**config.mk**
```make
export PLATFORM = sky130hd
export DESIGN_NAME = slru_cache_directory
export DESIGN_NICKNAME = d
export VERILOG_FILES = /design/src/rtl/slru_pkg.sv /design/src/rtl/slru_mem.sv /design/src/rtl/slru_ctrl.sv /design/src/rtl/slru_cache_directory.sv
export SDC_FILE = /design/constraint.sdc
export NUM_CORES = 2
export LEC_CHECK = 0
export BUFFER_PORTS_ARGS = -buffer_cell sky130_fd_sc_hd__buf_2
export CAP_MARGIN = 20
export CORE_MARGIN = 2
export CORE_UTILIZATION = 37
export DETAILED_ROUTE_END_ITERATION = 6
export PLACE_DENSITY = 0.6
export SYNTH_ARGS = -nofsm -noshare
export SYNTH_HDL_FRONTEND = slang
export SYNTH_HIERARCHICAL = 1
export SYNTH_SLANG_ARGS = --single-unit
export TNS_END_PERCENT = 20
```
**constraint.sdc**
```tcl
create_clock -name clk -period 5.8 [get_ports clk]
set_input_delay 1.45 -clock clk [delete_from_list [all_inputs] [get_ports clk]]
set_output_delay 1.45 -clock clk [all_outputs]
set_load 0.03 [all_outputs]
```
**src/rtl/slru_pkg.sv**
```systemverilog
// ----------------------------------------------------------------------------
// slru_pkg
// Shared types, codes and constants of the segmented-LRU cache directory.
// ----------------------------------------------------------------------------
`default_nettype none

package slru_pkg;

  // Default sizes handed to the top level.
  localparam int DEF_ENTRIES  = 16;
  localparam int DEF_KEY_BITS = 32;

  // Fixed field widths of the ports.
  localparam int OP_W     = 4;
  localparam int IN_KEY_W = 32;
  localparam int OUT_KEY_W = 32;
  localparam int SLOT_W   = 4;
  localparam int LIM_W    = 5;
  localparam logic [LIM_W-1:0] LIM_RESET = 5'd8;

  // Configuration register indexes.
  typedef enum logic [0:0] {
    CFG_PROBATION = 1'b0,
    CFG_PROTECTED = 1'b1
  } cfg_idx_t;

  // Operation codes of an input word.
  typedef enum logic [OP_W-1:0] {
    OP_READ      = 4'd0,
    OP_FIND      = 4'd1,
    OP_WRITE     = 4'd2,
    OP_WRITE_THR = 4'd3,
    OP_INVAL     = 4'd4,
    OP_COMPLETE  = 4'd5,
    OP_DIRTY     = 4'd6,
    OP_CLEAN     = 4'd7,
    OP_BUSY      = 4'd8,
    OP_READONLY  = 4'd9,
    OP_READWRITE = 4'd10,
    OP_FLUSH     = 4'd11
  } op_t;

  // Result kinds.
  typedef enum logic [1:0] {
    KIND_STATUS = 2'd0,
    KIND_FETCH  = 2'd1,
    KIND_WB     = 2'd2
  } kind_t;

  // Final status codes.
  typedef enum logic [2:0] {
    STAT_OK         = 3'd0,
    STAT_NOT_CACHED = 3'd1,
    STAT_BUSY       = 3'd2,
    STAT_DIRTY      = 3'd3,
    STAT_READONLY   = 3'd4,
    STAT_NO_ROOM    = 3'd5
  } status_t;

  // Per-entry marks kept in the entry memory (valid lives in flops).
  typedef struct packed {
    logic ro;
    logic prot;
    logic dirty;
    logic busy;
  } marks_t;

  // Field write enables of the entry memory.
  typedef struct packed {
    logic key;
    logic marks;
    logic nxt;
    logic prv;
  } wen_t;

  // One result word.
  typedef struct packed {
    kind_t                 kind;
    logic [OUT_KEY_W-1:0]  key;
    logic [SLOT_W-1:0]     slot;
    status_t               status;
    logic                  last;
  } res_t;

  // Sequencer states.
  typedef enum logic [4:0] {
    ST_IDLE,
    ST_SCAN,
    ST_DISP,
    ST_EMIT,
    ST_RD_WAIT,
    ST_UL1,
    ST_UL2,
    ST_AP1,
    ST_AP2,
    ST_P_CHK,
    ST_P_DEM,
    ST_P_APP_O,
    ST_APP_S,
    ST_FIN_OK,
    ST_AC_START,
    ST_AC_CHK,
    ST_AC_EV,
    ST_AC_RM,
    ST_WR_RM,
    ST_NW_WR,
    ST_NW_POST,
    ST_FL_START,
    ST_FL_END
  } st_t;

  // Builds one result word.
  function automatic res_t mk_res(kind_t k, logic [OUT_KEY_W-1:0] key,
                                  logic [SLOT_W-1:0] slot, status_t s, logic last);
    res_t r;
    r.kind   = k;
    r.key    = key;
    r.slot   = slot;
    r.status = s;
    r.last   = last;
    return r;
  endfunction

endpackage

`default_nettype wire

```
**src/rtl/slru_mem.sv**
```systemverilog
// ----------------------------------------------------------------------------
// slru_mem
// Entry memory: key, marks and segment links per slot, with field write
// enables and a registered read port.
// ----------------------------------------------------------------------------
`default_nettype none

module slru_mem
  import slru_pkg::*;
#(
  parameter int ENTRIES  = DEF_ENTRIES,
  parameter int KEY_BITS = DEF_KEY_BITS,
  localparam int SW = $clog2(ENTRIES),
  localparam int PW = $clog2(ENTRIES + 1)
) (
  input  wire logic                clk,
  input  wire logic [SW-1:0]       waddr,
  input  wire wen_t                we,
  input  wire logic [KEY_BITS-1:0] wkey,
  input  wire marks_t              wmarks,
  input  wire logic [PW-1:0]       wnext,
  input  wire logic [PW-1:0]       wprev,
  input  wire logic [SW-1:0]       raddr,
  output logic [KEY_BITS-1:0]      rkey,
  output marks_t                   rmarks,
  output logic [PW-1:0]            rnext,
  output logic [PW-1:0]            rprev
);

  logic [KEY_BITS-1:0] key_mem   [ENTRIES];
  marks_t              marks_mem [ENTRIES];
  logic [PW-1:0]       next_mem  [ENTRIES];
  logic [PW-1:0]       prev_mem  [ENTRIES];

  // Write port, one enable per field.
  always_ff @(posedge clk) begin
    if (we.key)   key_mem[waddr]   <= wkey;
    if (we.marks) marks_mem[waddr] <= wmarks;
    if (we.nxt)   next_mem[waddr]  <= wnext;
    if (we.prv)   prev_mem[waddr]  <= wprev;
  end

  // Registered read port.
  always_ff @(posedge clk) begin
    rkey   <= key_mem[raddr];
    rmarks <= marks_mem[raddr];
    rnext  <= next_mem[raddr];
    rprev  <= prev_mem[raddr];
  end

endmodule

`default_nettype wire

```
**src/rtl/slru_ctrl.sv**
```systemverilog
// ----------------------------------------------------------------------------
// slru_ctrl
// Sequencer: key scan, segment list relinking, eviction walk and flush passes
// over the entry memory, one memory access per cycle.
// ----------------------------------------------------------------------------
`default_nettype none

module slru_ctrl
  import slru_pkg::*;
#(
  parameter int ENTRIES  = DEF_ENTRIES,
  parameter int KEY_BITS = DEF_KEY_BITS,
  localparam int SW = $clog2(ENTRIES),
  localparam int PW = $clog2(ENTRIES + 1),
  localparam int CW = (PW + 1 > LIM_W) ? PW + 1 : LIM_W
) (
  input  wire logic                clk,
  input  wire logic                rst_n,
  input  wire logic                in_valid,
  output logic                     in_ready,
  input  wire logic [OP_W-1:0]     in_op,
  input  wire logic [IN_KEY_W-1:0] in_key,
  input  wire logic [LIM_W-1:0]    plim,
  input  wire logic [LIM_W-1:0]    qlim,
  output logic                     res_valid,
  input  wire logic                res_ready,
  output res_t                     res,
  output logic [SW-1:0]            m_waddr,
  output wen_t                     m_we,
  output logic [KEY_BITS-1:0]      m_wkey,
  output marks_t                   m_wmarks,
  output logic [PW-1:0]            m_wnext,
  output logic [PW-1:0]            m_wprev,
  output logic [SW-1:0]            m_raddr,
  input  wire logic [KEY_BITS-1:0] m_rkey,
  input  wire marks_t              m_rmarks,
  input  wire logic [PW-1:0]       m_rnext,
  input  wire logic [PW-1:0]       m_rprev
);

  localparam logic [PW-1:0] NIL = PW'(ENTRIES);

  // Control state.
  st_t               st_r, st_nxt, ret_r, ret_nxt;
  logic [ENTRIES-1:0] valid_r, valid_nxt;
  logic [PW-1:0]     head_r [2];
  logic [PW-1:0]     head_nxt [2];
  logic [PW-1:0]     tail_r [2];
  logic [PW-1:0]     tail_nxt [2];
  logic [PW-1:0]     cseg_r [2];
  logic [PW-1:0]     cseg_nxt [2];

  // Operation and scan results.
  op_t               op_r, op_nxt;
  logic [KEY_BITS-1:0] key_r, key_nxt;
  logic [PW-1:0]     cnt_r, cnt_nxt;
  logic              pend_r, pend_nxt;
  logic [SW-1:0]     pidx_r, pidx_nxt;
  logic              found_r, found_nxt;
  logic [SW-1:0]     s_r, s_nxt;
  logic [KEY_BITS-1:0] swkey_r, swkey_nxt;
  marks_t            swm_r, swm_nxt;
  logic [PW-1:0]     swnext_r, swnext_nxt;
  logic [PW-1:0]     swprev_r, swprev_nxt;
  logic [PW-1:0]     free_r, free_nxt;
  logic              bf_r, bf_nxt;
  logic [SW-1:0]     bslot_r, bslot_nxt;
  logic [KEY_BITS-1:0] bkey_r, bkey_nxt;
  marks_t            bm_r, bm_nxt;

  // Read capture, link procedure operands, eviction walk.
  logic [KEY_BITS-1:0] rdkey_r, rdkey_nxt;
  marks_t            rdm_r, rdm_nxt;
  logic [PW-1:0]     rdnext_r, rdnext_nxt;
  logic [PW-1:0]     rdprev_r, rdprev_nxt;
  logic [SW-1:0]     uslot_r, uslot_nxt;
  logic [PW-1:0]     uprev_r, uprev_nxt;
  logic [PW-1:0]     unext_r, unext_nxt;
  logic              useg_r, useg_nxt;
  logic [SW-1:0]     aslot_r, aslot_nxt;
  logic              aseg_r, aseg_nxt;
  logic              tgt_r, tgt_nxt;
  marks_t            nm_r, nm_nxt;
  logic [PW-1:0]     walk_r, walk_nxt;
  res_t              res_r, res_nxt;

  logic              short_room;
  logic [SW-1:0]     walk_s;
  logic [PW-1:0]     ap_tail;

  assign in_ready  = (st_r == ST_IDLE);
  assign res_valid = (st_r == ST_EMIT);
  assign res       = res_r;
  assign walk_s    = walk_r[SW-1:0];
  assign ap_tail   = tail_r[aseg_r];

  // Room check: probationary count plus one over its limit, or no free slot.
  assign short_room = ((CW'(cseg_r[0]) + CW'(1)) > CW'(plim)) || (free_r == NIL);

  // Next state, memory accesses and result words.
  always_comb begin
    st_nxt     = st_r;
    ret_nxt    = ret_r;
    valid_nxt  = valid_r;
    head_nxt   = head_r;
    tail_nxt   = tail_r;
    cseg_nxt   = cseg_r;
    op_nxt     = op_r;
    key_nxt    = key_r;
    cnt_nxt    = cnt_r;
    pend_nxt   = pend_r;
    pidx_nxt   = pidx_r;
    found_nxt  = found_r;
    s_nxt      = s_r;
    swkey_nxt  = swkey_r;
    swm_nxt    = swm_r;
    swnext_nxt = swnext_r;
    swprev_nxt = swprev_r;
    free_nxt   = free_r;
    bf_nxt     = bf_r;
    bslot_nxt  = bslot_r;
    bkey_nxt   = bkey_r;
    bm_nxt     = bm_r;
    rdkey_nxt  = rdkey_r;
    rdm_nxt    = rdm_r;
    rdnext_nxt = rdnext_r;
    rdprev_nxt = rdprev_r;
    uslot_nxt  = uslot_r;
    uprev_nxt  = uprev_r;
    unext_nxt  = unext_r;
    useg_nxt   = useg_r;
    aslot_nxt  = aslot_r;
    aseg_nxt   = aseg_r;
    tgt_nxt    = tgt_r;
    nm_nxt     = nm_r;
    walk_nxt   = walk_r;
    res_nxt    = res_r;
    m_waddr    = s_r;
    m_we       = '0;
    m_wkey     = key_r;
    m_wmarks   = swm_r;
    m_wnext    = NIL;
    m_wprev    = NIL;
    m_raddr    = cnt_r[SW-1:0];

    case (st_r)
      // Take a new word and start the key scan.
      ST_IDLE: begin
        if (in_valid) begin
          op_nxt    = op_t'(in_op);
          key_nxt   = KEY_BITS'(in_key);
          cnt_nxt   = '0;
          pend_nxt  = 1'b0;
          found_nxt = 1'b0;
          free_nxt  = NIL;
          bf_nxt    = 1'b0;
          st_nxt    = ST_SCAN;
        end
      end

      // Restart the scan for the next flush pass.
      ST_FL_START: begin
        cnt_nxt  = '0;
        pend_nxt = 1'b0;
        bf_nxt   = 1'b0;
        st_nxt   = ST_SCAN;
      end

      // Read one slot a cycle; check the slot read the cycle before.
      ST_SCAN: begin
        if (pend_r) begin
          if (valid_r[pidx_r]) begin
            if (m_rkey == key_r) begin
              found_nxt  = 1'b1;
              s_nxt      = pidx_r;
              swkey_nxt  = m_rkey;
              swm_nxt    = m_rmarks;
              swnext_nxt = m_rnext;
              swprev_nxt = m_rprev;
            end
            if (m_rmarks.dirty && (!bf_r || (m_rkey < bkey_r))) begin
              bf_nxt    = 1'b1;
              bslot_nxt = pidx_r;
              bkey_nxt  = m_rkey;
              bm_nxt    = m_rmarks;
            end
          end else if (free_r == NIL) begin
            free_nxt = PW'(pidx_r);
          end
        end
        if (cnt_r != NIL) begin
          m_raddr  = cnt_r[SW-1:0];
          pend_nxt = 1'b1;
          pidx_nxt = cnt_r[SW-1:0];
          cnt_nxt  = cnt_r + PW'(1);
        end else begin
          pend_nxt = 1'b0;
          if (!pend_r) begin
            st_nxt = (op_r == OP_FLUSH) ? ST_FL_END : ST_DISP;
          end
        end
      end

      // Decide on the operation once the lookup is known.
      ST_DISP: begin
        uslot_nxt = s_r;
        uprev_nxt = swprev_r;
        unext_nxt = swnext_r;
        useg_nxt  = swm_r.prot;
        case (op_r)
          OP_READ, OP_FIND, OP_BUSY: begin
            if (found_r) begin
              // Hit: mark busy and protected, then requeue or promote.
              m_we.marks = 1'b1;
              m_wmarks   = swm_r;
              m_wmarks.busy = 1'b1;
              m_wmarks.prot = 1'b1;
              tgt_nxt    = 1'b1;
              st_nxt     = ST_UL1;
              ret_nxt    = swm_r.prot ? ST_APP_S : ST_P_CHK;
            end else if (op_r == OP_READ) begin
              nm_nxt      = '0;
              nm_nxt.busy = 1'b1;
              tgt_nxt     = 1'b0;
              res_nxt = mk_res(KIND_FETCH, OUT_KEY_W'(key_r), '0, STAT_OK, 1'b0);
              st_nxt  = ST_EMIT;
              ret_nxt = ST_AC_START;
            end else begin
              res_nxt = mk_res(KIND_STATUS, OUT_KEY_W'(key_r), '0, STAT_NOT_CACHED, 1'b1);
              st_nxt  = ST_EMIT;
              ret_nxt = ST_IDLE;
            end
          end
          OP_WRITE, OP_WRITE_THR: begin
            if (found_r && swm_r.busy) begin
              res_nxt = mk_res(KIND_STATUS, OUT_KEY_W'(key_r), '0, STAT_BUSY, 1'b1);
              st_nxt  = ST_EMIT;
              ret_nxt = ST_IDLE;
            end else if (found_r && swm_r.ro) begin
              res_nxt = mk_res(KIND_STATUS, OUT_KEY_W'(key_r), '0, STAT_READONLY, 1'b1);
              st_nxt  = ST_EMIT;
              ret_nxt = ST_IDLE;
            end else begin
              nm_nxt       = '0;
              nm_nxt.busy  = 1'b1;
              nm_nxt.dirty = (op_r == OP_WRITE);
              nm_nxt.prot  = found_r && swm_r.prot;
              tgt_nxt      = found_r && swm_r.prot;
              if (!found_r) begin
                st_nxt = ST_AC_START;
              end else if (swm_r.dirty) begin
                res_nxt = mk_res(KIND_WB, OUT_KEY_W'(swkey_r), SLOT_W'(s_r), STAT_OK, 1'b0);
                st_nxt  = ST_EMIT;
                ret_nxt = ST_WR_RM;
              end else begin
                st_nxt = ST_WR_RM;
              end
            end
          end
          OP_INVAL: begin
            if (!found_r) begin
              res_nxt = mk_res(KIND_STATUS, OUT_KEY_W'(key_r), '0, STAT_NOT_CACHED, 1'b1);
              st_nxt  = ST_EMIT;
              ret_nxt = ST_IDLE;
            end else begin
              m_we.marks    = 1'b1;
              m_wmarks      = swm_r;
              m_wmarks.busy = 1'b0;
              if (swm_r.dirty) begin
                res_nxt = mk_res(KIND_STATUS, OUT_KEY_W'(key_r), '0, STAT_DIRTY, 1'b1);
                st_nxt  = ST_EMIT;
                ret_nxt = ST_IDLE;
              end else begin
                valid_nxt[s_r] = 1'b0;
                st_nxt  = ST_UL1;
                ret_nxt = ST_FIN_OK;
              end
            end
          end
          OP_COMPLETE, OP_DIRTY, OP_CLEAN, OP_READONLY, OP_READWRITE: begin
            if (!found_r) begin
              res_nxt = mk_res(KIND_STATUS, OUT_KEY_W'(key_r), '0, STAT_NOT_CACHED, 1'b1);
              st_nxt  = ST_EMIT;
              ret_nxt = ST_IDLE;
            end else if (op_r == OP_DIRTY && swm_r.ro) begin
              res_nxt = mk_res(KIND_STATUS, OUT_KEY_W'(key_r), '0, STAT_READONLY, 1'b1);
              st_nxt  = ST_EMIT;
              ret_nxt = ST_IDLE;
            end else begin
              m_we.marks = 1'b1;
              m_wmarks   = swm_r;
              tgt_nxt    = swm_r.prot;
              st_nxt     = ST_UL1;
              ret_nxt    = ST_APP_S;
              case (op_r)
                OP_COMPLETE: begin
                  m_wmarks.busy = 1'b0;
                  st_nxt        = ST_FIN_OK;
                end
                OP_DIRTY:     m_wmarks.dirty = 1'b1;
                OP_CLEAN:     m_wmarks.dirty = 1'b0;
                OP_READONLY:  m_wmarks.ro    = 1'b1;
                default:      m_wmarks.ro    = 1'b0;
              endcase
            end
          end
          default: begin
            res_nxt = mk_res(KIND_STATUS, OUT_KEY_W'(key_r), '0, STAT_OK, 1'b1);
            st_nxt  = ST_EMIT;
            ret_nxt = ST_IDLE;
          end
        endcase
      end

      // Hold a result word until the output register takes it.
      ST_EMIT: begin
        if (res_ready) st_nxt = ret_r;
      end

      // Capture the word read the cycle before.
      ST_RD_WAIT: begin
        rdkey_nxt  = m_rkey;
        rdm_nxt    = m_rmarks;
        rdnext_nxt = m_rnext;
        rdprev_nxt = m_rprev;
        st_nxt     = ret_r;
      end

      // Unlink, first half: forward link of the predecessor or the head.
      ST_UL1: begin
        if (uprev_r != NIL) begin
          m_waddr  = uprev_r[SW-1:0];
          m_we.nxt = 1'b1;
          m_wnext  = unext_r;
        end else begin
          head_nxt[useg_r] = unext_r;
        end
        st_nxt = ST_UL2;
      end

      // Unlink, second half: back link of the successor or the tail.
      ST_UL2: begin
        if (unext_r != NIL) begin
          m_waddr  = unext_r[SW-1:0];
          m_we.prv = 1'b1;
          m_wprev  = uprev_r;
        end else begin
          tail_nxt[useg_r] = uprev_r;
        end
        if (cseg_r[useg_r] != '0) cseg_nxt[useg_r] = cseg_r[useg_r] - PW'(1);
        st_nxt = ret_r;
      end

      // Append, first half: links of the new tail.
      ST_AP1: begin
        m_waddr  = aslot_r;
        m_we.nxt = 1'b1;
        m_we.prv = 1'b1;
        m_wnext  = NIL;
        m_wprev  = ap_tail;
        st_nxt   = ST_AP2;
      end

      // Append, second half: old tail or head points at the new slot.
      ST_AP2: begin
        if (ap_tail != NIL) begin
          m_waddr  = ap_tail[SW-1:0];
          m_we.nxt = 1'b1;
          m_wnext  = PW'(aslot_r);
        end else begin
          head_nxt[aseg_r] = PW'(aslot_r);
        end
        tail_nxt[aseg_r] = PW'(aslot_r);
        cseg_nxt[aseg_r] = cseg_r[aseg_r] + PW'(1);
        st_nxt = ret_r;
      end

      // Promotion: demote the oldest protected entry when that segment is full.
      ST_P_CHK: begin
        if ((CW'(cseg_r[1]) >= CW'(qlim)) && (head_r[1] != NIL)) begin
          m_raddr   = head_r[1][SW-1:0];
          uslot_nxt = head_r[1][SW-1:0];
          st_nxt    = ST_RD_WAIT;
          ret_nxt   = ST_P_DEM;
        end else begin
          st_nxt = ST_APP_S;
        end
      end

      ST_P_DEM: begin
        m_waddr       = uslot_r;
        m_we.marks    = 1'b1;
        m_wmarks      = rdm_r;
        m_wmarks.prot = 1'b0;
        uprev_nxt     = rdprev_r;
        unext_nxt     = rdnext_r;
        useg_nxt      = 1'b1;
        st_nxt        = ST_UL1;
        ret_nxt       = ST_P_APP_O;
      end

      ST_P_APP_O: begin
        aslot_nxt = uslot_r;
        aseg_nxt  = 1'b0;
        st_nxt    = ST_AP1;
        ret_nxt   = ST_APP_S;
      end

      // Operated entry goes to the tail of its target segment.
      ST_APP_S: begin
        aslot_nxt = s_r;
        aseg_nxt  = tgt_r;
        st_nxt    = ST_AP1;
        ret_nxt   = ST_FIN_OK;
      end

      ST_FIN_OK: begin
        res_nxt = mk_res(KIND_STATUS, OUT_KEY_W'(key_r), SLOT_W'(s_r), STAT_OK, 1'b1);
        st_nxt  = ST_EMIT;
        ret_nxt = ST_IDLE;
      end

      // Write on a cached key: drop the old entry first.
      ST_WR_RM: begin
        valid_nxt[s_r] = 1'b0;
        if (PW'(s_r) < free_r) free_nxt = PW'(s_r);
        st_nxt  = ST_UL1;
        ret_nxt = ST_AC_START;
      end

      // Eviction walk from the oldest probationary entry.
      ST_AC_START: begin
        walk_nxt = head_r[0];
        st_nxt   = ST_AC_CHK;
      end

      ST_AC_CHK: begin
        if ((walk_r != NIL) && short_room) begin
          m_raddr = walk_s;
          st_nxt  = ST_RD_WAIT;
          ret_nxt = ST_AC_EV;
        end else if (short_room) begin
          res_nxt = mk_res(KIND_STATUS, OUT_KEY_W'(key_r), '0, STAT_NO_ROOM, 1'b1);
          st_nxt  = ST_EMIT;
          ret_nxt = ST_IDLE;
        end else begin
          st_nxt = ST_NW_WR;
        end
      end

      ST_AC_EV: begin
        if (rdm_r.busy) begin
          walk_nxt = rdnext_r;
          st_nxt   = ST_AC_CHK;
        end else if (rdm_r.dirty) begin
          res_nxt = mk_res(KIND_WB, OUT_KEY_W'(rdkey_r), SLOT_W'(walk_s), STAT_OK, 1'b0);
          st_nxt  = ST_EMIT;
          ret_nxt = ST_AC_RM;
        end else begin
          st_nxt = ST_AC_RM;
        end
      end

      ST_AC_RM: begin
        valid_nxt[walk_s] = 1'b0;
        if (walk_r < free_r) free_nxt = walk_r;
        uslot_nxt = walk_s;
        uprev_nxt = rdprev_r;
        unext_nxt = rdnext_r;
        useg_nxt  = 1'b0;
        walk_nxt  = rdnext_r;
        st_nxt    = ST_UL1;
        ret_nxt   = ST_AC_CHK;
      end

      // Place the new entry in the lowest free slot.
      ST_NW_WR: begin
        m_waddr    = free_r[SW-1:0];
        m_we.key   = 1'b1;
        m_we.marks = 1'b1;
        m_wkey     = key_r;
        m_wmarks   = nm_r;
        valid_nxt[free_r[SW-1:0]] = 1'b1;
        s_nxt      = free_r[SW-1:0];
        aslot_nxt  = free_r[SW-1:0];
        aseg_nxt   = tgt_r;
        st_nxt     = ST_AP1;
        ret_nxt    = ST_NW_POST;
      end

      ST_NW_POST: begin
        if (op_r == OP_WRITE_THR) begin
          res_nxt = mk_res(KIND_WB, OUT_KEY_W'(key_r), SLOT_W'(s_r), STAT_OK, 1'b0);
          st_nxt  = ST_EMIT;
          ret_nxt = ST_FIN_OK;
        end else begin
          st_nxt = ST_FIN_OK;
        end
      end

      // Flush pass end: write back the smallest dirty key, or finish.
      ST_FL_END: begin
        if (bf_r) begin
          m_waddr        = bslot_r;
          m_we.marks     = 1'b1;
          m_wmarks       = bm_r;
          m_wmarks.dirty = 1'b0;
          res_nxt = mk_res(KIND_WB, OUT_KEY_W'(bkey_r), SLOT_W'(bslot_r), STAT_OK, 1'b0);
          st_nxt  = ST_EMIT;
          ret_nxt = ST_FL_START;
        end else begin
          res_nxt = mk_res(KIND_STATUS, OUT_KEY_W'(key_r), '0, STAT_OK, 1'b1);
          st_nxt  = ST_EMIT;
          ret_nxt = ST_IDLE;
        end
      end

      default: st_nxt = ST_IDLE;
    endcase
  end

  // Control registers.
  always_ff @(posedge clk) begin
    if (!rst_n) begin
      st_r    <= ST_IDLE;
      ret_r   <= ST_IDLE;
      valid_r <= '0;
      head_r  <= '{NIL, NIL};
      tail_r  <= '{NIL, NIL};
      cseg_r  <= '{'0, '0};
    end else begin
      st_r    <= st_nxt;
      ret_r   <= ret_nxt;
      valid_r <= valid_nxt;
      head_r  <= head_nxt;
      tail_r  <= tail_nxt;
      cseg_r  <= cseg_nxt;
    end
  end

  // Working registers.
  always_ff @(posedge clk) begin
    op_r     <= op_nxt;
    key_r    <= key_nxt;
    cnt_r    <= cnt_nxt;
    pend_r   <= pend_nxt;
    pidx_r   <= pidx_nxt;
    found_r  <= found_nxt;
    s_r      <= s_nxt;
    swkey_r  <= swkey_nxt;
    swm_r    <= swm_nxt;
    swnext_r <= swnext_nxt;
    swprev_r <= swprev_nxt;
    free_r   <= free_nxt;
    bf_r     <= bf_nxt;
    bslot_r  <= bslot_nxt;
    bkey_r   <= bkey_nxt;
    bm_r     <= bm_nxt;
    rdkey_r  <= rdkey_nxt;
    rdm_r    <= rdm_nxt;
    rdnext_r <= rdnext_nxt;
    rdprev_r <= rdprev_nxt;
    uslot_r  <= uslot_nxt;
    uprev_r  <= uprev_nxt;
    unext_r  <= unext_nxt;
    useg_r   <= useg_nxt;
    aslot_r  <= aslot_nxt;
    aseg_r   <= aseg_nxt;
    tgt_r    <= tgt_nxt;
    nm_r     <= nm_nxt;
    walk_r   <= walk_nxt;
    res_r    <= res_nxt;
  end

endmodule

`default_nettype wire

```
**src/rtl/slru_cache_directory.sv**
```systemverilog
// Flow: a key scan over all ENTRIES slots, then segment list relinking; each
//   evicted entry adds a read and an unlink, and flush_all makes a further scan
//   pass for each dirty entry written back.
// Throughput: one word at a time, set by the scan over the entry memory's one read port.
// Reset (synchronous, rst_n low): no entry valid, segments empty, both limits 8.
//   No clearing pass; the first word is accepted right after reset.
// ----------------------------------------------------------------------------
// slru_cache_directory
// Segmented-LRU cache directory: configuration registers, output register,
// and the sequencer over the entry memory.
// ----------------------------------------------------------------------------
`default_nettype none

module slru_cache_directory
  import slru_pkg::*;
#(
  parameter int ENTRIES  = DEF_ENTRIES,
  parameter int KEY_BITS = DEF_KEY_BITS
) (
  input  wire logic        clk,
  input  wire logic        rst_n,
  input  wire logic        in_tvalid,
  output logic             in_tready,
  input  wire logic [39:0] in_tdata,   // opcode[3:0], key[35:4], zero pad
  output logic             out_tvalid,
  input  wire logic        out_tready,
  output logic [39:0]      out_tdata,  // item_key[31:0], slot[35:32], status[38:36], pad
  output logic [1:0]       out_tuser,  // kind[1:0]
  output logic             out_tlast,
  input  wire logic        cfg_valid,
  output logic             cfg_ready,
  input  wire logic [0:0]  cfg_index,
  input  wire logic [4:0]  cfg_data
);

  localparam int SW = $clog2(ENTRIES);
  localparam int PW = $clog2(ENTRIES + 1);

  logic [LIM_W-1:0]    plim_r, qlim_r;
  logic                out_valid_r;
  res_t                out_res_r;
  logic                res_valid, res_ready;
  res_t                res;
  logic [SW-1:0]       m_waddr, m_raddr;
  wen_t                m_we;
  logic [KEY_BITS-1:0] m_wkey, m_rkey;
  marks_t              m_wmarks, m_rmarks;
  logic [PW-1:0]       m_wnext, m_wprev, m_rnext, m_rprev;

  // Limit registers, written at any time the port is valid.
  assign cfg_ready = 1'b1;

  always_ff @(posedge clk) begin
    if (!rst_n) begin
      plim_r <= LIM_RESET;
      qlim_r <= LIM_RESET;
    end else if (cfg_valid) begin
      case (cfg_idx_t'(cfg_index))
        CFG_PROBATION: plim_r <= cfg_data;
        CFG_PROTECTED: qlim_r <= cfg_data;
        default: ;
      endcase
    end
  end

  // Output register parts the sequencer from the result channel.
  assign res_ready = !out_valid_r || out_tready;

  always_ff @(posedge clk) begin
    if (!rst_n) begin
      out_valid_r <= 1'b0;
    end else if (res_ready) begin
      out_valid_r <= res_valid;
    end
  end

  always_ff @(posedge clk) begin
    if (res_ready && res_valid) out_res_r <= res;
  end

  assign out_tvalid = out_valid_r;
  assign out_tdata  = {1'b0, out_res_r.status, out_res_r.slot, out_res_r.key};
  assign out_tuser  = out_res_r.kind;
  assign out_tlast  = out_res_r.last;

  slru_ctrl #(
    .ENTRIES  (ENTRIES),
    .KEY_BITS (KEY_BITS)
  ) u_ctrl (
    .clk       (clk),
    .rst_n     (rst_n),
    .in_valid  (in_tvalid),
    .in_ready  (in_tready),
    .in_op     (in_tdata[3:0]),
    .in_key    (in_tdata[35:4]),
    .plim      (plim_r),
    .qlim      (qlim_r),
    .res_valid (res_valid),
    .res_ready (res_ready),
    .res       (res),
    .m_waddr   (m_waddr),
    .m_we      (m_we),
    .m_wkey    (m_wkey),
    .m_wmarks  (m_wmarks),
    .m_wnext   (m_wnext),
    .m_wprev   (m_wprev),
    .m_raddr   (m_raddr),
    .m_rkey    (m_rkey),
    .m_rmarks  (m_rmarks),
    .m_rnext   (m_rnext),
    .m_rprev   (m_rprev)
  );

  slru_mem #(
    .ENTRIES  (ENTRIES),
    .KEY_BITS (KEY_BITS)
  ) u_mem (
    .clk    (clk),
    .waddr  (m_waddr),
    .we     (m_we),
    .wkey   (m_wkey),
    .wmarks (m_wmarks),
    .wnext  (m_wnext),
    .wprev  (m_wprev),
    .raddr  (m_raddr),
    .rkey   (m_rkey),
    .rmarks (m_rmarks),
    .rnext  (m_rnext),
    .rprev  (m_rprev)
  );

endmodule

`default_nettype wire

```
### Word level (Yosys, flattened, before mapping)

Memories as Yosys holds them, arrays and structs flattened. A register that Yosys moved wholly into a read port is not among the register bits.
Index checks and enable logic that the tools add are counted.

* register bits: 368
* latch bits: 0
* memory bits (writable): 736
* bits in read-only memories: 0
* input port bits: 51
* output and inout port bits: 46
* logic and storage cells: 435
* memories: 4

Memory list
* u_mem.key_mem: words 16, width 32, rd ports 1, clocked after memory_dff 1, write ports 1, RTL line slru_mem.sv:30 `logic [KEY_BITS-1:0] key_mem [ENTRIES];`
* u_mem.next_mem: words 16, width 5, rd ports 1, clocked after memory_dff 1, write ports 1, RTL line slru_mem.sv:32 `logic [PW-1:0] next_mem [ENTRIES];`
* u_mem.prev_mem: words 16, width 5, rd ports 1, clocked after memory_dff 1, write ports 1, RTL line slru_mem.sv:33 `logic [PW-1:0] prev_mem [ENTRIES];`
* u_mem.marks_mem: words 16, width 4, rd ports 1, clocked after memory_dff 1, write ports 1, RTL line slru_mem.sv:31 `marks_t marks_mem [ENTRIES];`

* $add $sub $neg: 4
* multiply operators: 0
* div/mod/pow operators: 0
* $lt $le $gt $ge: 16
* equal/unequal tests: 81
* shift operators: 0
* multiplexer cells: 188
* bitwise operators: 8
* reductions and logical operators: 73

Operator list (number)
* $mux 42: 15
* $mux 5: 53
* $pmux 42 s6: 1
* $pmux 42 s4: 1
* $mux 4: 23
* $pmux 5 s16: 1
* $pmux 5 s13: 1
* $pmux 16 s4: 1
* $bwmux 10: 6
* $pmux 10 s2: 3
* $pmux 5 s4: 3
* $mux 16: 3
* $mux 41: 1
* $eq 5x4->1 const B: 8
* $eq 5x5->1 const B: 8
* $mux 10: 4
* $pmux 5 s2: 4
* $ne 2x1->1 const B: 19
* $mux 1: 36
* $pmux 4 s3: 3
* $and 16x16->16: 2
* $eq 32x32->1: 1
* $lt 32x32->1: 1
* $not 16->16: 2
* other kinds (60): 170

### Logic depth before layout (Yosys ltp)

* word-level depth: 10
* gate-level depth with buffers: 17
* mapped depth without buffers: 12

### By module

Netlist, hierarchy kept.

Modules (own cells, without submodules)
* slru_mem: times used 1, cells each 1258, area each 28900.2 sq um, sequential area each 23022.1 sq um
* slru_ctrl: times used 1, cells each 1498, area each 16266.9 sq um, sequential area each 8838.5 sq um
* slru_cache_directory: times used 1, cells each 92, area each 1735.4 sq um, sequential area each 1481.4 sq um

### Least setup slack after synthesis

OpenSTA, ideal clock, no wires.

* kind: reg-to-reg
* from: register u_ctrl/cseg_r[5] in the netlist's numbering
* to: register u_ctrl.res_r, in the netlist u_ctrl/res[0] (enable)
* setup time: 0.494 ns
* arrival time: 4.740 ns
* data required time: 5.306 ns
* slack: 0.566 ns
* cell stages (with the launch flop): 10
* path buffers: 1
* period minus slack after synthesis: 5.234 ns
* cells stage by stage: dfxtp_1 -> ha_1 -> nand3_1 -> xnor2_1 -> ha_1 -> or2_2 -> o221ai_1 -> a21oi_1 -> buf_2 -> nor3_1

* longest elaborated chain between the ends: 6
* elaborated cells between the ends (all ways): 7
* classes of those cells: 1 x add/sub; 1 x order compare; 2 x eq/ne; 3 x reduce/logical

RTL lines
* start, declared: RTL line slru_ctrl.sv:50 `logic [PW-1:0] cseg_r [2];`
* start signal, assigned: RTL line slru_ctrl.sv:530 `cseg_r <= '{'0, '0};`
* start signal, assigned: RTL line slru_ctrl.sv:537 `cseg_r <= cseg_nxt;`
* $add 5x1->6 (*): RTL line slru_ctrl.sv:98 `assign short_room = ((CW'(cseg_r[0]) + CW'(1)) > CW'(plim)) || (free_r == NIL);`
* $gt 6x5->1 (*): RTL line slru_ctrl.sv:98
* $logic_or 1x1->1 (*): RTL line slru_ctrl.sv:98
* $logic_and 1x1->1: RTL line slru_ctrl.sv:438 `if ((walk_r != NIL) && short_room) begin`
* $ne 2x2->1 (no line)
* $reduce_and 11->1 (no line) (*)
* end signal, assigned: RTL line slru_ctrl.sv:572 `res_r <= res_nxt;`
* end, declared: RTL line slru_ctrl.sv:85 `res_t res_r, res_nxt;`

Mark *: on every way between the ends. The rest lies on a longest branch, timed or not.
A chain may end at the register's enable or synchronous reset.

### Worst setup path after layout

* from: register u_ctrl/cseg_r[5] in the netlist's numbering
* to: register u_mem.rprev[0], read port of u_mem.prev_mem

* longest elaborated chain between the ends: 6

RTL lines
* $add 5x1->6: RTL line slru_ctrl.sv:98
* $gt 6x5->1: RTL line slru_ctrl.sv:98
* $logic_or 1x1->1: RTL line slru_ctrl.sv:98
* $logic_and 1x1->1: RTL line slru_ctrl.sv:438
* $mux 4: RTL line slru_ctrl.sv:438
* $pmux 4 s2: RTL line slru_ctrl.sv:146 `case (st_r)`
* named net m_raddr[0]: RTL line slru_cache_directory.sv:44 `logic [SW-1:0] m_waddr, m_raddr;`
* end, declared: RTL line slru_mem.sv:27 `output logic [PW-1:0] rprev`

The timed path passes the listed nets, and every way through them passes these cells.

==> results.json <==
{
  "gp_congestion": 0.917,
  "viasPerCell": 5.56,
  "place_inst": 4540,
  "drv_cap": 0,
  "fin_cells": 4766,
  "clock_skew_ns": 0.0404,
  "dp_hpwl_um": 74700,
  "rsz0062_at_grt": "no",
  "synth_edf_count": 1035,
  "hold_slack_ns": 0.406,
  "layout_common_cells": "edfxtp_1 (1035), mux4_2 (188), nand2_1 (164)",
  "num_vias": 26500,
  "outcome": "finished, final reports clean",
  "drt_pass1_iterations": 7,
  "grt_pass1_vias": 26500,
  "final.setup.worst_slack_ns": 1.07,
  "max_slew_margin_pct": 31.7,
  "root_buffer": "clkbuf_16",
  "maxSlewViolCount": 0,
  "cts.sinks": 1148,
  "synth_area_sq_um": 46900,
  "layout-drive-gt1-share_pct": 21.8,
  "synth_compound_area_share_pct": 7.21,
  "synth-seq-cells": 1148,
  "numCtsBuffers": 116,
  "gr-total-overflow": 0,
  "r2r_cells": 14,
  "start_kind": "register",
  "r2r-end": "u_mem/rprev[0]$_DFF_P_",
  "reg2reg_from": "u_ctrl/cseg_r[5]$_SDFFE_PN0P_",
  "clk_pin_slew_ns": 0.06,
  "grt_max_degree": 47,
  "nets": 3115,
  "synth_async_sr_flop_share_pct": 0,
  "cp-end-kind": "register",
  "arrival_ns": 5.30,
  "path_class": "reg2reg",
  "p_per_area_nw_per_um2": 420,
  "ir_worst_vdd_uv": 289,
  "syn_to_final_growth_pct": 14.6,
  "synth.area.mux_share_pct": 9.93,
  "hold_path_startpoint": "u_ctrl/res[4]$_DFFE_PP_",
  "cts_resized": 0,
  "start_util_pct": 37.3,
  "die_y_um": 360,
  "final_common_cell": "edfxtp_1",
  "cp_max_fo": 39,
  "leakage_nw": 17.9,
  "ant_nets": 0,
  "crit_required_ns": 6.36,
  "synth_ff_type": "edfxtp_1",
  "holdPathEnd": "out_tdata[32]$_DFFE_PP_",
  "drt-initial-drc-count": 2685,
  "synth_area_per_cell_sq_um": 16.5,
  "tightest_slew_ns": 1.02,
  "final.setup.tns_ns": 0,
  "cts_tree": "built",
  "hp-class": "reg2reg",
  "num_rows": 130,
  "syn_nets": 2952,
  "hold_buffers": 0,
  "post_cts_buffers": 0,
  "drc": 0,
  "fin_crit_ns": 4.73,
  "synth_xor_area_share_pct": 0.878,
  "die_x_um": 360,
  "syn_inst": 2848,
  "place_ws_ns": 1.04,
  "clock_latency_ns": 0.72,
  "die_area_sq_um": 130000,
  "r2r_setup_slack_ns": 1.07,
  "cts_max_level": 3,
  "antenna_found_initial": 7,
  "ys_types": 98,
  "finalPower_mw": 22.6,
  "grtUsageTotal_pct": 17.8,
  "synthAdderAreaFrac_pct": 1.41,
  "io_pins": 97,
  "routed_wl_um": 116000,
  "hold-path-cell-count": 0,
  "io_buffers": 90,
  "ys_warn_count": 6,
  "fmax_mhz": 211,
  "cts.path.max_buffers": 3,
  "period_share_pct": 81.6,
  "hold_viol_final": 0,
  "core_sq_um": 126000,
  "detail_route.wl_per_cell_um": 24.4,
  "grt_pass1_wl_um": 173000,
  "setup_viol": 0,
  "yosys.area_share.simple_pct": 7.17,
  "synth_top_family_by_area": "multiplexers",
  "ys_seq_area_share_pct": 71.1
}
## area by class of cell
| type | instances | area, sq um |
|---|---|---|
| Clock buffer | 152 | 3190 |
| Tap cell | 1650 | 2060 |
| Clock inverter | 69 | 807 |
| Sequential cell | 1148 | 33300 |
| Timing Repair Buffer | 200 | 1450 |
| Inverter | 79 | 297 |
| Antenna cell | 2 | 5.00 |
| Multi-Input combinational cell | 1466 | 12600 |
| Fill cell | 11000 | 72000 |
## registers in the layout (all words and copies together), names as in the netlist, 10 cells and up
register / count
u_mem/rkey: 32
u_ctrl/bkey_r: 32
u_mem/prev_mem: 80
u_mem/marks_mem: 64
u_ctrl/valid_r: 16
u_ctrl/m_wkey: 32
out_tdata: 39
u_ctrl/swkey_r: 32
u_ctrl/res: 42
u_ctrl/cseg_r: 10
u_ctrl/rdkey_r: 32
u_mem/key_mem: 512
u_ctrl/head_r: 10
u_ctrl/tail_r: 10
u_mem/next_mem: 80
## worst max-delay path by stage
stage	from	to	slack [ns]	cells past startpoint
floorplan	u_ctrl/cseg_r[5]$_SDFFE_PN0P_	u_ctrl/res[0]$_DFFE_PP_	0.57	9
global placement	u_ctrl/cseg_r[5]$_SDFFE_PN0P_	u_mem/rprev[4]$_DFF_P_	1.10	14
detailed placement	u_ctrl/cseg_r[5]$_SDFFE_PN0P_	u_mem/rprev[4]$_DFF_P_	1.04	14
CTS	u_ctrl/cseg_r[5]$_SDFFE_PN0P_	u_mem/rprev[4]$_DFF_P_	1.04	14
global route	u_ctrl/cseg_r[5]$_SDFFE_PN0P_	u_mem/rkey[23]$_DFF_P_	0.82	15
finish	u_ctrl/cseg_r[5]$_SDFFE_PN0P_	u_mem/rprev[0]$_DFF_P_	1.07	14
## cell usage after synthesis, types with 7 or more instances
library cell / count / area [sq um]
a211oi_1: 21 / 158
a21o_1: 15 / 113
a21oi_1: 86 / 430
a221o_1: 10 / 100
a22oi_1: 157 / 1180
a31oi_1: 7 / 43.8
and2_1: 75 / 469
and3_1: 11 / 68.8
buf_1: 20 / 75.1
buf_2: 50 / 250
buf_4: 13 / 97.6
buf_6: 11 / 124
clkbuf_1: 61 / 229
dfxtp_1: 113 / 2260
edfxtp_1: 1035 / 31100
ha_1: 53 / 663
inv_1: 74 / 278
mux2_2: 20 / 225
mux2i_1: 20 / 200
mux4_2: 188 / 4230
nand2_1: 164 / 616
nand2b_1: 27 / 169
nand3_1: 122 / 611
nand4_1: 17 / 106
nor2_1: 113 / 424
nor2b_1: 20 / 125
nor3_1: 37 / 185
nor4_1: 16 / 100
o211ai_1: 13 / 97.6
o21ai_0: 58 / 290
or3_1: 9 / 56.3
xnor2_1: 8 / 70.1
xor2_1: 39 / 342
## critical path, cell delays in order, from the launching register on
cell and delay [ns]:
dfxtp_1 0.48, ha_1 0.24, nand3_1 0.10, xnor2_1 0.15, ha_1 0.21, or2_2 0.29
o221ai_1 0.45, a21oi_1 0.34, buf_4 0.26, nor3_1 0.21, a221o_4 0.46, buf_12 0.37
mux4_2 0.54, a22oi_1 0.38, nand2_1 0.10
## where the power goes
group          internal, mW  switching [mW]
combinational          1.86            2.64
sequential             9.78           0.613
clock                  4.48            3.22
## through the flow
step | utilization [%] | instance area (sq um)
after detailed placement | 39.6 | 49700
after global routing | 42.8 | 53800
final | 42.8 | 53800
after floorplan | - | 46900
after CTS | 42.7 | 53700
after global placement | 39.6 | 49700
## per-layer routing
layer	vias up	wire, um	GRT usage (%)
li1	11700	-	-
met1	13600	51200	25.8
met2	1064	53000	27.5
met3	179	9350	3.21
met4	2	2570	4.69
met5	-	13	0
## kinds of logic (layout without fill, tap and decap cells)
group | count (synthesis) | after routing
flip-flops | 1148 | 1148
other | 2 | 4
XOR/XNOR | 47 | 47
multiplexers | 228 | 228
adder cells (fa/ha/maj) | 53 | 53
AND/OR/NAND/NOR | 659 | 659
buffers and inverters | 234 | 500
AO/OA/AOI/OAI | 477 | 477
(Power assumes the default switching activity.)
